### src/sv/met_pkg.sv
// ----------------------------------------------------------------------------
// met_pkg
// Shared widths, register map, quadrant codes and trace phase type for the
// midpoint ellipse tracer.
// ----------------------------------------------------------------------------
package met_pkg;

    // configuration field widths
    localparam int CENTER_W   = 12;
    localparam int CFG_AXIS_W = 10;

    // result field widths
    localparam int PIX_W      = 13;
    localparam int QUAD_W     = 2;

    // apb port
    localparam int APB_ADDR_W = 4;
    localparam int APB_DATA_W = 32;

    // stream payload widths
    localparam int S_DATA_W   = 8;
    localparam int M_DATA_W   = 32;
    localparam int M_USER_W   = 3;

    // register indexes (byte address is 4 * index)
    localparam logic [1:0] REG_CENTER_X = 2'd0;
    localparam logic [1:0] REG_CENTER_Y = 2'd1;
    localparam logic [1:0] REG_SEMI_A   = 2'd2;
    localparam logic [1:0] REG_SEMI_B   = 2'd3;

    // mirror order of the four pixels of one step
    localparam logic [QUAD_W-1:0] Q_PXPY = 2'd0;
    localparam logic [QUAD_W-1:0] Q_MXPY = 2'd1;
    localparam logic [QUAD_W-1:0] Q_MXMY = 2'd2;
    localparam logic [QUAD_W-1:0] Q_PXMY = 2'd3;

    // trace phase
    typedef enum logic [1:0] {
        PH_DONE = 2'd0,
        PH_ONE  = 2'd1,
        PH_TWO  = 2'd2
    } phase_t;

endpackage

### src/sv/midpoint_ellipse_tracer_unit.sv
// ----------------------------------------------------------------------------
// midpoint_ellipse_tracer_unit
// Midpoint ellipse rasteriser: each step request yields the four mirrored
// pixels of the next point of the first quadrant.
// ----------------------------------------------------------------------------
// A request with restart set starts the trace at (0, b); any other request
// moves on one point. Each point gives four pixels in the order +x+y, -x+y,
// -x-y, +x-y, the fourth with tlast, and all four of the final point with
// curve_done set. Once the ellipse is finished, requests are taken and give
// nothing. One request is handled at a time; tready is low until its pixels
// have all left. With no back-pressure an ordinary step passes the accepting
// state, the point check, decision updates ST_ADV1 to ST_ADV3, the region
// check and then gives one pixel per cycle. A restart adds ST_R_MUL, ST_R_SEED
// and a region check, the first request after a semi-axis write adds ST_SQ_A
// to ST_SQ_C (both squares go through the one shared multiplier) and the
// change to region two adds ST_S2_A to ST_S2_F (multiplier work) and a second
// region check, once per ellipse. After the end only the point check runs.
module midpoint_ellipse_tracer_unit
    import met_pkg::*;
#(
    parameter int AXIS_BITS = 10
) (
    input  logic                  aclk,
    input  logic                  aresetn,
    // apb configuration port
    input  logic                  psel,
    input  logic                  penable,
    input  logic                  pwrite,
    input  logic [APB_ADDR_W-1:0] paddr,
    input  logic [APB_DATA_W-1:0] pwdata,
    output logic [APB_DATA_W-1:0] prdata,
    output logic                  pready,
    // step requests
    input  logic                  s_tvalid,
    output logic                  s_tready,
    input  logic [S_DATA_W-1:0]   s_tdata,   // [0] restart, rest zero
    // pixels
    output logic                  m_tvalid,
    input  logic                  m_tready,
    output logic [M_DATA_W-1:0]   m_tdata,   // [12:0] pixel_x, [25:13] pixel_y, rest zero
    output logic                  m_tlast,
    output logic [M_USER_W-1:0]   m_tuser    // [1:0] quadrant, [2] curve_done
);

    // effective semi-axis width and derived datapath widths
    localparam int AB  = (AXIS_BITS < CFG_AXIS_W) ? AXIS_BITS : CFG_AXIS_W;
    localparam int XW  = AB + 2;          // step x, unsigned
    localparam int YW  = AB + 2;          // step y, signed
    localparam int SQW = 2 * AB;          // a^2, b^2
    localparam int SW  = 3 * AB + 4;      // slope terms, signed
    localparam int TRW = SW + 2;          // decision increment, signed
    localparam int DW  = 4 * AB + 8;      // scaled decision, two's complement
    localparam int MW  = 2 * AB + 6;      // multiplier operand
    localparam int PW  = 2 * MW;          // multiplier product

    typedef enum logic [4:0] {
        ST_IDLE,
        ST_SQ_A,
        ST_SQ_B,
        ST_SQ_C,
        ST_R_MUL,
        ST_R_SEED,
        ST_CHECK,
        ST_ADV1,
        ST_ADV2,
        ST_ADV3,
        ST_SETTLE,
        ST_S2_A,
        ST_S2_B,
        ST_S2_C,
        ST_S2_D,
        ST_S2_E,
        ST_S2_F,
        ST_EMIT
    } state_t;

    // which terms the decision increment takes
    typedef struct packed {
        logic use_sx;
        logic use_sy;
        logic use_aa;
    } term_sel_t;

    // control state
    state_t                 state_reg, state_next;
    phase_t                 phase_reg, phase_next;
    logic                   squares_ok_reg, squares_ok_next;
    logic                   restart_reg, restart_next;
    logic                   advanced_reg, advanced_next;
    logic [QUAD_W-1:0]      quad_reg, quad_next;
    term_sel_t              term_sel_reg, term_sel_next;

    // configuration
    logic [CENTER_W-1:0]    center_x_reg, center_x_next;
    logic [CENTER_W-1:0]    center_y_reg, center_y_next;
    logic [CFG_AXIS_W-1:0]  semi_a_reg, semi_a_next;
    logic [CFG_AXIS_W-1:0]  semi_b_reg, semi_b_next;

    // datapath
    logic [SQW-1:0]         aa_reg, aa_next;
    logic [SQW-1:0]         bb_reg, bb_next;
    logic [XW-1:0]          x_reg, x_next;
    logic signed [YW-1:0]   y_reg, y_next;
    logic signed [SW-1:0]   sx_reg, sx_next;
    logic signed [SW-1:0]   sy_reg, sy_next;
    logic [DW-1:0]          dec_reg, dec_next;
    logic signed [TRW-1:0]  term_reg, term_next;
    logic [PW-1:0]          prod_reg;
    logic [XW-1:0]          px_reg, px_next;
    logic signed [YW-1:0]   py_reg, py_next;

    logic [AB-1:0]          a_eff;
    logic [AB-1:0]          b_eff;
    logic [MW-1:0]          mul_a;
    logic [MW-1:0]          mul_b;
    logic [PW-1:0]          prod_w;
    logic signed [YW:0]     ym1_w;
    logic [YW:0]            ym1_abs_w;
    logic signed [SW-1:0]   aa2_w;
    logic signed [SW-1:0]   bb2_w;
    logic                   dec_neg;
    logic                   dec_pos;
    logic [DW-1:0]          dterm_w;
    logic                   cfg_wr;
    logic signed [PIX_W-1:0] cx_w, cy_w, ox_w, oy_w;
    logic [PIX_W-1:0]       pix_x_w, pix_y_w;

    assign a_eff     = semi_a_reg[AB-1:0];
    assign b_eff     = semi_b_reg[AB-1:0];
    assign aa2_w     = SW'({aa_reg, 1'b0});
    assign bb2_w     = SW'({bb_reg, 1'b0});
    assign dec_neg   = dec_reg[DW-1];
    assign dec_pos   = !dec_neg && (dec_reg != '0);
    assign ym1_w     = $signed({y_reg[YW-1], y_reg}) - (YW+1)'(1);
    assign ym1_abs_w = ym1_w[YW] ? (YW+1)'(-ym1_w) : (YW+1)'(ym1_w);
    assign dterm_w   = DW'(term_reg);
    assign cfg_wr    = psel && penable && pwrite && pready;

    // shared multiplier operand selection
    always_comb begin
        mul_a = '0;
        mul_b = '0;
        case (state_reg)
            ST_SQ_A: begin
                mul_a = MW'(a_eff);
                mul_b = MW'(a_eff);
            end
            ST_SQ_B: begin
                mul_a = MW'(b_eff);
                mul_b = MW'(b_eff);
            end
            ST_R_MUL: begin
                mul_a = MW'(aa_reg);
                mul_b = MW'(b_eff);
            end
            ST_S2_A: begin
                mul_a = MW'({x_reg, 1'b1});
                mul_b = MW'({x_reg, 1'b1});
            end
            ST_S2_B: begin
                mul_a = MW'(bb_reg);
                mul_b = prod_reg[MW-1:0];
            end
            ST_S2_C: begin
                mul_a = MW'(ym1_abs_w);
                mul_b = MW'(ym1_abs_w);
            end
            ST_S2_D: begin
                mul_a = MW'(aa_reg);
                mul_b = prod_reg[MW-1:0];
            end
            ST_S2_E: begin
                mul_a = MW'(aa_reg);
                mul_b = MW'(bb_reg);
            end
            default: begin
                mul_a = '0;
                mul_b = '0;
            end
        endcase
    end

    assign prod_w = PW'(mul_a) * PW'(mul_b);

    // sequencer and datapath next values
    always_comb begin
        state_next      = state_reg;
        phase_next      = phase_reg;
        squares_ok_next = squares_ok_reg;
        restart_next    = restart_reg;
        advanced_next   = advanced_reg;
        quad_next       = quad_reg;
        term_sel_next   = term_sel_reg;
        aa_next         = aa_reg;
        bb_next         = bb_reg;
        x_next          = x_reg;
        y_next          = y_reg;
        sx_next         = sx_reg;
        sy_next         = sy_reg;
        dec_next        = dec_reg;
        term_next       = term_reg;
        px_next         = px_reg;
        py_next         = py_reg;

        case (state_reg)
            ST_IDLE: begin
                if (s_tvalid) begin
                    restart_next  = s_tdata[0];
                    advanced_next = 1'b0;
                    if (!squares_ok_reg) begin
                        state_next = ST_SQ_A;
                    end else if (s_tdata[0]) begin
                        state_next = ST_R_MUL;
                    end else begin
                        state_next = ST_CHECK;
                    end
                end
            end
            ST_SQ_A: begin
                state_next = ST_SQ_B;
            end
            ST_SQ_B: begin
                aa_next    = prod_reg[SQW-1:0];
                state_next = ST_SQ_C;
            end
            ST_SQ_C: begin
                bb_next         = prod_reg[SQW-1:0];
                squares_ok_next = 1'b1;
                state_next      = restart_reg ? ST_R_MUL : ST_CHECK;
            end
            // restart: point (0, b), slopes 0 and 2a^2b
            ST_R_MUL: begin
                x_next     = '0;
                y_next     = YW'(b_eff);
                sx_next    = '0;
                state_next = ST_R_SEED;
            end
            ST_R_SEED: begin
                sy_next    = {prod_reg[SW-2:0], 1'b0};
                dec_next   = DW'({bb_reg, 2'b00}) - {prod_reg[DW-3:0], 2'b00}
                             + DW'(aa_reg);
                phase_next = PH_ONE;
                state_next = ST_SETTLE;
            end
            // latch the point to plot, or drop the request when finished
            ST_CHECK: begin
                if (phase_reg == PH_DONE) begin
                    state_next = ST_IDLE;
                end else begin
                    px_next    = x_reg;
                    py_next    = y_reg;
                    quad_next  = Q_PXPY;
                    state_next = ST_ADV1;
                end
            end
            // move the point and slopes, pick the decision increment
            ST_ADV1: begin
                if (phase_reg == PH_ONE) begin
                    x_next  = x_reg + XW'(1);
                    sx_next = sx_reg + bb2_w;
                    if (!dec_neg) begin
                        y_next  = y_reg - YW'(1);
                        sy_next = sy_reg - aa2_w;
                    end
                    term_sel_next = '{use_sx: 1'b1, use_sy: !dec_neg, use_aa: 1'b0};
                end else begin
                    y_next  = y_reg - YW'(1);
                    sy_next = sy_reg - aa2_w;
                    if (dec_pos) begin
                        term_sel_next = '{use_sx: 1'b0, use_sy: 1'b1, use_aa: 1'b1};
                    end else begin
                        x_next        = x_reg + XW'(1);
                        sx_next       = sx_reg + bb2_w;
                        term_sel_next = '{use_sx: 1'b1, use_sy: 1'b1, use_aa: 1'b1};
                    end
                end
                state_next = ST_ADV2;
            end
            ST_ADV2: begin
                term_next = (term_sel_reg.use_sx ? TRW'(sx_reg) : TRW'(0))
                          - (term_sel_reg.use_sy ? TRW'(sy_reg) : TRW'(0))
                          + (term_sel_reg.use_aa ? TRW'($signed({1'b0, aa_reg}))
                                                 : TRW'($signed({1'b0, bb_reg})));
                state_next = ST_ADV3;
            end
            ST_ADV3: begin
                dec_next      = dec_reg + {dterm_w[DW-3:0], 2'b00};
                advanced_next = 1'b1;
                state_next    = ST_SETTLE;
            end
            // region change or end of trace
            ST_SETTLE: begin
                if (phase_reg == PH_ONE && !(sx_reg < sy_reg)) begin
                    state_next = ST_S2_A;
                end else begin
                    if (phase_reg == PH_TWO && y_reg[YW-1]) begin
                        phase_next = PH_DONE;
                    end
                    state_next = advanced_reg ? ST_EMIT : ST_CHECK;
                end
            end
            // region two seed: b^2(2x+1)^2 + 4a^2(y-1)^2 - 4a^2b^2
            ST_S2_A: begin
                state_next = ST_S2_B;
            end
            ST_S2_B: begin
                state_next = ST_S2_C;
            end
            ST_S2_C: begin
                dec_next   = prod_reg[DW-1:0];
                state_next = ST_S2_D;
            end
            ST_S2_D: begin
                state_next = ST_S2_E;
            end
            ST_S2_E: begin
                dec_next   = dec_reg + {prod_reg[DW-3:0], 2'b00};
                state_next = ST_S2_F;
            end
            ST_S2_F: begin
                dec_next   = dec_reg - {prod_reg[DW-3:0], 2'b00};
                phase_next = PH_TWO;
                state_next = ST_SETTLE;
            end
            // four mirrored pixels, one per cycle while m_tready is high
            ST_EMIT: begin
                if (m_tready) begin
                    quad_next = quad_reg + QUAD_W'(1);
                    if (quad_reg == Q_PXMY) begin
                        state_next = ST_IDLE;
                    end
                end
            end
            default: begin
                state_next = ST_IDLE;
            end
        endcase
    end

    // configuration writes
    always_comb begin
        center_x_next = center_x_reg;
        center_y_next = center_y_reg;
        semi_a_next   = semi_a_reg;
        semi_b_next   = semi_b_reg;
        if (cfg_wr) begin
            case (paddr[3:2])
                REG_CENTER_X: center_x_next = pwdata[CENTER_W-1:0];
                REG_CENTER_Y: center_y_next = pwdata[CENTER_W-1:0];
                REG_SEMI_A:   semi_a_next   = pwdata[CFG_AXIS_W-1:0];
                REG_SEMI_B:   semi_b_next   = pwdata[CFG_AXIS_W-1:0];
                default:      center_x_next = center_x_reg;
            endcase
        end
    end

    // register read back
    always_comb begin
        case (paddr[3:2])
            REG_CENTER_X: prdata = APB_DATA_W'(center_x_reg);
            REG_CENTER_Y: prdata = APB_DATA_W'(center_y_reg);
            REG_SEMI_A:   prdata = APB_DATA_W'(semi_a_reg);
            REG_SEMI_B:   prdata = APB_DATA_W'(semi_b_reg);
            default:      prdata = '0;
        endcase
    end

    // state and registers
    always_ff @(posedge aclk) begin
        if (!aresetn) begin
            state_reg      <= ST_IDLE;
            phase_reg      <= PH_DONE;
            squares_ok_reg <= 1'b0;
            restart_reg    <= 1'b0;
            advanced_reg   <= 1'b0;
            quad_reg       <= Q_PXPY;
            center_x_reg   <= '0;
            center_y_reg   <= '0;
            semi_a_reg     <= '0;
            semi_b_reg     <= '0;
        end else begin
            state_reg      <= state_next;
            phase_reg      <= phase_next;
            restart_reg    <= restart_next;
            advanced_reg   <= advanced_next;
            quad_reg       <= quad_next;
            center_x_reg   <= center_x_next;
            center_y_reg   <= center_y_next;
            semi_a_reg     <= semi_a_next;
            semi_b_reg     <= semi_b_next;
            // a new semi-axis makes the stored squares stale
            if (cfg_wr && (paddr[3:2] == REG_SEMI_A || paddr[3:2] == REG_SEMI_B)) begin
                squares_ok_reg <= 1'b0;
            end else begin
                squares_ok_reg <= squares_ok_next;
            end
        end
        term_sel_reg <= term_sel_next;
        aa_reg       <= aa_next;
        bb_reg       <= bb_next;
        x_reg        <= x_next;
        y_reg        <= y_next;
        sx_reg       <= sx_next;
        sy_reg       <= sy_next;
        dec_reg      <= dec_next;
        term_reg     <= term_next;
        prod_reg     <= prod_w;
        px_reg       <= px_next;
        py_reg       <= py_next;
    end

    // pixel coordinates, wrapped to the pixel width
    assign cx_w    = PIX_W'($signed(center_x_reg));
    assign cy_w    = PIX_W'($signed(center_y_reg));
    assign ox_w    = $signed(PIX_W'(px_reg));
    assign oy_w    = PIX_W'(py_reg);
    assign pix_x_w = (quad_reg == Q_PXPY || quad_reg == Q_PXMY) ? PIX_W'(cx_w + ox_w)
                                                                 : PIX_W'(cx_w - ox_w);
    assign pix_y_w = (quad_reg == Q_PXPY || quad_reg == Q_MXPY) ? PIX_W'(cy_w + oy_w)
                                                                 : PIX_W'(cy_w - oy_w);

    // ports
    assign pready   = 1'b1;
    assign s_tready = (state_reg == ST_IDLE);
    assign m_tvalid = (state_reg == ST_EMIT);
    assign m_tdata  = M_DATA_W'({pix_y_w, pix_x_w});
    assign m_tlast  = (quad_reg == Q_PXMY);
    assign m_tuser  = {(phase_reg == PH_DONE), quad_reg};

`ifndef NO_ASSERTIONS
    // a request is never taken while pixels are on offer
    a_busy_excl : assert property (@(posedge aclk) disable iff (!aresetn)
        !(s_tready && m_tvalid))
        else $error("request accepted while pixels pending");

    // after a request is taken the tracer is busy
    a_busy_after_accept : assert property (@(posedge aclk) disable iff (!aresetn)
        s_tvalid && s_tready |=> !s_tready)
        else $error("tracer ready directly after a request");

    // pixels of one step come in mirror order
    a_quad_order : assert property (@(posedge aclk) disable iff (!aresetn)
        m_tvalid && m_tready && !m_tlast |=>
            m_tvalid && (m_tuser[1:0] == $past(m_tuser[1:0]) + 2'd1))
        else $error("pixel mirror order broken");

    // curve_done is the same on all pixels of a step
    a_done_steady : assert property (@(posedge aclk) disable iff (!aresetn)
        m_tvalid && m_tready && !m_tlast |=> m_tuser[2] == $past(m_tuser[2]))
        else $error("curve_done changed within a step");

    // the last pixel hands control back to the request side
    a_ready_after_last : assert property (@(posedge aclk) disable iff (!aresetn)
        m_tvalid && m_tready && m_tlast |=> s_tready)
        else $error("tracer not ready after last pixel");
`endif

endmodule
### config.mk
export PLATFORM = sky130hd
export DESIGN_NAME = midpoint_ellipse_tracer_unit
export DESIGN_NICKNAME = d
export VERILOG_FILES = /design/src/sv/met_pkg.sv /design/src/sv/midpoint_ellipse_tracer_unit.sv
export SDC_FILE = /design/constraint.sdc
export NUM_CORES = 2
export LEC_CHECK = 0
export ABC_AREA = 0
export BUFFER_PORTS_ARGS = -buffer_cell sky130_fd_sc_hd__buf_4
export CORE_ASPECT_RATIO = 1.25
export CORE_MARGIN = 2
export CORE_UTILIZATION = 60
export DETAILED_ROUTE_END_ITERATION = 8
export PLACE_DENSITY = 0.83
export SYNTH_ARGS = -nofsm -noshare
export SYNTH_HDL_FRONTEND = slang
export SYNTH_SLANG_ARGS = --single-unit
### constraint.sdc
create_clock -name aclk -period 15 [get_ports aclk]
set_input_delay 1.5 -clock aclk [delete_from_list [all_inputs] [get_ports aclk]]
set_output_delay 1.5 -clock aclk [all_outputs]
set_load 0.05 [all_outputs]
==> key figures <==
Status
  • Run status: finished, violations left
  • Failing checks: design-rule violations

Worst setup path
  • Crit-path max FO: 25
  • CP Launch Type: flip-flop
  • CP max stage cell: and2_1
  • Worst path required time: 15.50 ns
  • Critical path class: reg2reg
  • Worst Path Arrival: 11.76 ns
  • Crit-path max cell delay: 0.91 ns
  • Critical path capture point type: flip-flop
  • Worst reg2reg path depth: 36
  • Crit path top cell by count: fa_1

Clock network
  • Clock root buffer: clkbuf_16
  • Num CTS Buffers: 38
  • Clock tree from TritonCTS: built
  • Num Clock Sinks: 343
  • H-Tree Depth: 2
  • Clock slew at reported path FFs: 0.07 ns
  • Setup Buffers After CTS: 0
  • Post-CTS Resized: 0
  • Post-CTS Hold Fix Bufs: 0
  • Worst-Skew Late Latency: 0.58 ns
  • Clk buf depth: 3

Route
  • DR WL/cell: 21.4 um
  • Number of remaining DRC errors: 5
  • Vias: 37,500
  • ANT nets after route: 0
  • Total Wirelength: 129 mm
  • First-pass DRT Iterations: 9
  • Vias/cell: 6.24
  • Iter 0 DRT Violations: 3,754

Synth
  • Primary FF master, synth: edfxtp_1
  • YS warnings: 0
  • Area contributors post-synth: fa_1 21%, edfxtp_1 16%, ha_1 11%, inv_1 6.0%, nand2_1 5.2%
  • Top cell type's share of synthesized area: 0.214
  • Synth Cell Area: 44,100 um2
  • Synth area leader: fa_1
  • Distinct cells, synth: 86
  • Post-Syn Instances: 5,069
  • Sequential area share after synthesis: 0.210
  • Post-synth EDFFs: 241
  • Avg Inst Size Synth: 8.70 um2
  • Fraction of registers with async set/reset: 0
  • Synthesized flop and latch total: 343

Placed design
  • Post-DP HPWL: 101 mm
  • Gpl congestion: 0.989
  • Placed Instances: 5,936
  • # port buffers: 65

Power
  • LEAKAGE: 21.2 nW
  • Maximum vdd drop: 0.0910 mV
  • Switching power: 0.964 mW
  • Clock power frac: 0.356
  • Combinational share of power: 0.253
  • Flop pwr share: 0.391
  • Cell internal pwr: 1.92 mW
  • Pwr dens: 61.6 nW/um2
  • Sw Ratio: 0.335

Timing
  • TNS Setup: 0 ns
  • Max Clk Rate: 0.0888 GHz
  • Slew Limit Fails: 0
  • Final Hold Vio Count: 0
  • Fin crit period: 11.27 ns
  • Clk_skew: 0.0282 ns
  • Final period utilization: 0.751
  • Final setup violation count: 0
  • RSZ-0062 raised after global routing: false
  • Slew @ Worst Pin: 1.26 ns
  • Max-Slew Margin vs Limit: 0.161

Final layout
  • Fillers: 5,801
  • Most common library cell in the layout ignoring fill and taps: inv_1
  • Most used cells in the layout excluding fill and tap cells: 701 x inv_1, 612 x nand2_1, 471 x fa_1
  • # nets final: 5,918
  • Antenna diode instance count: 0
  • Post-Layout Cell Count: 6,005
  • Largest register FFs: 48
  • Share of cells above drive strength 1: 0.0513
  • Layout area overhead: 5.97%

Global routing
  • Grt ovf: 0
  • Vias in the first global route: 38,300
  • Largest net degree at the start of global routing: 78
  • First-pass GRT wire length: 204 mm
  • Total Routing Usage GR: 0.346
  • Initial antenna violation count: 0

Floorplan
  • Die width: 246 um
  • Core ar.: 73,100 um2
  • Die height: 307 um
  • Num ports: 122
  • Num rows: 111
  • Initial core utilization: 0.604
  • Die area: 75,700 um2

Worst hold path
  • Hold path depth: 2
  • Hold/Removal Path Class: reg2reg

Job
  • MaxCap Viol Count: 0
metal layers:
layer	global-route usage	wire, um	up-vias
met1	0.389	43900	18000
met3	0.0578	10800	639
met5	0	0	-
met4	0.268	12300	0
li1	-	-	16800
met2	0.584	61500	2084
critical path, delay by kind of cell (launching register included):
kind	cells	cell delay [ns]
flip-flops	1	0.48
AND/OR/NAND/NOR	8	2.08
adder cells (fa/ha/maj)	9	4.25
AO/OA/AOI/OAI	11	3.53
buffers and inverters	6	0.57
XOR/XNOR	2	0.28
cells by family (layout without fill, tap and decap cells):
group | after synthesis | count (layout) | synth area share
muxes | 63 | 63 | 0.0172
other | 2 | 27 | 0.000170
xor gates and xnor gates | 307 | 307 | 0.0610
AOI/OAI and AO/OA | 943 | 943 | 0.139
and+or+nand+nor | 1609 | 1609 | 0.167
buffers and inverters | 951 | 902 | 0.0835
DFF | 343 | 343 | 0.210
adders and majority gates | 851 | 851 | 0.322
cell usage after synthesis (all sizes together) (18+ instances only):
cell / count
nand3: 51
inv: 701
o21a: 28
nand2b: 50
nor4: 41
nor3: 90
buf: 46
nand4: 31
mux2i: 49
o221ai: 19
and3: 28
clkbuf: 204
o31ai: 20
fa: 471
a222oi: 30
o21bai: 30
nor2: 447
nand2: 615
edfxtp: 241
ha: 380
xor2: 123
a21oi: 244
or3: 36
and2: 74
dfxtp: 102
a22oi: 41
o21ai: 227
nor2b: 82
a31oi: 36
a211oi: 24
a221oi: 18
xnor2: 184
a21o: 101
through the flow:
| step | util | total power, mW | worst slack, ns | area, um2 | hold WS (ns) |
|---|---|---|---|---|---|
| 6_report | 0.640 | 2.88 | 3.73 | 46700 | 0.475 |
| 4_1_cts | 0.640 | 2.86 | 3.89 | 46700 | 0.476 |
| 2_1_floorplan | - | 1.66 | 5.81 | 44200 | 0.424 |
| 3_5_place_dp | 0.622 | 1.85 | 3.97 | 45400 | 0.467 |
| 3_3_place_gp | 0.622 | 1.83 | 4.03 | 45400 | 0.461 |
| 5_1_grt | 0.640 | 2.98 | 3.12 | 46700 | 0.507 |
power by group through the flow:
stage / sequential [mW] / combinational (mW) / clock (mW)
after global routing: 1.13 / 0.796 / 1.06
after CTS: 1.12 / 0.714 / 1.03
after floorplan: 1.11 / 0.545 / 0
after global placement: 1.14 / 0.690 / 0
final: 1.13 / 0.728 / 1.03
after detailed placement: 1.14 / 0.707 / 0
worst paths after layout:
| check | startpoint | to | slack, ns |
|---|---|---|---|
| worst max-delay path | y_reg[0]$_DFFE_PP_ | prod_reg[40]$_DFF_P_ | 3.73 |
| worst min-delay path | restart_reg$_SDFFE_PN0P_ | restart_reg$_SDFFE_PN0P_ | 0.48 |
| worst max register to register | y_reg[0]$_DFFE_PP_ | prod_reg[40]$_DFF_P_ | 3.73 |
| worst min register to register | restart_reg$_SDFFE_PN0P_ | restart_reg$_SDFFE_PN0P_ | 0.48 |
cell type report:
class / count / area, um2 / area share
clock buffer: 46 / 1080 / 0.0232
clock inverter: 23 / 243 / 0.00519
inverter: 701 / 2630 / 0.0563
multi-input combinational: 3800 / 31300 / 0.670
sequential: 343 / 9280 / 0.199
tap: 960 / 1200 / 0.0257
timing repair buffer: 132 / 991 / 0.0212
Power figures use the tool's default switching activity.
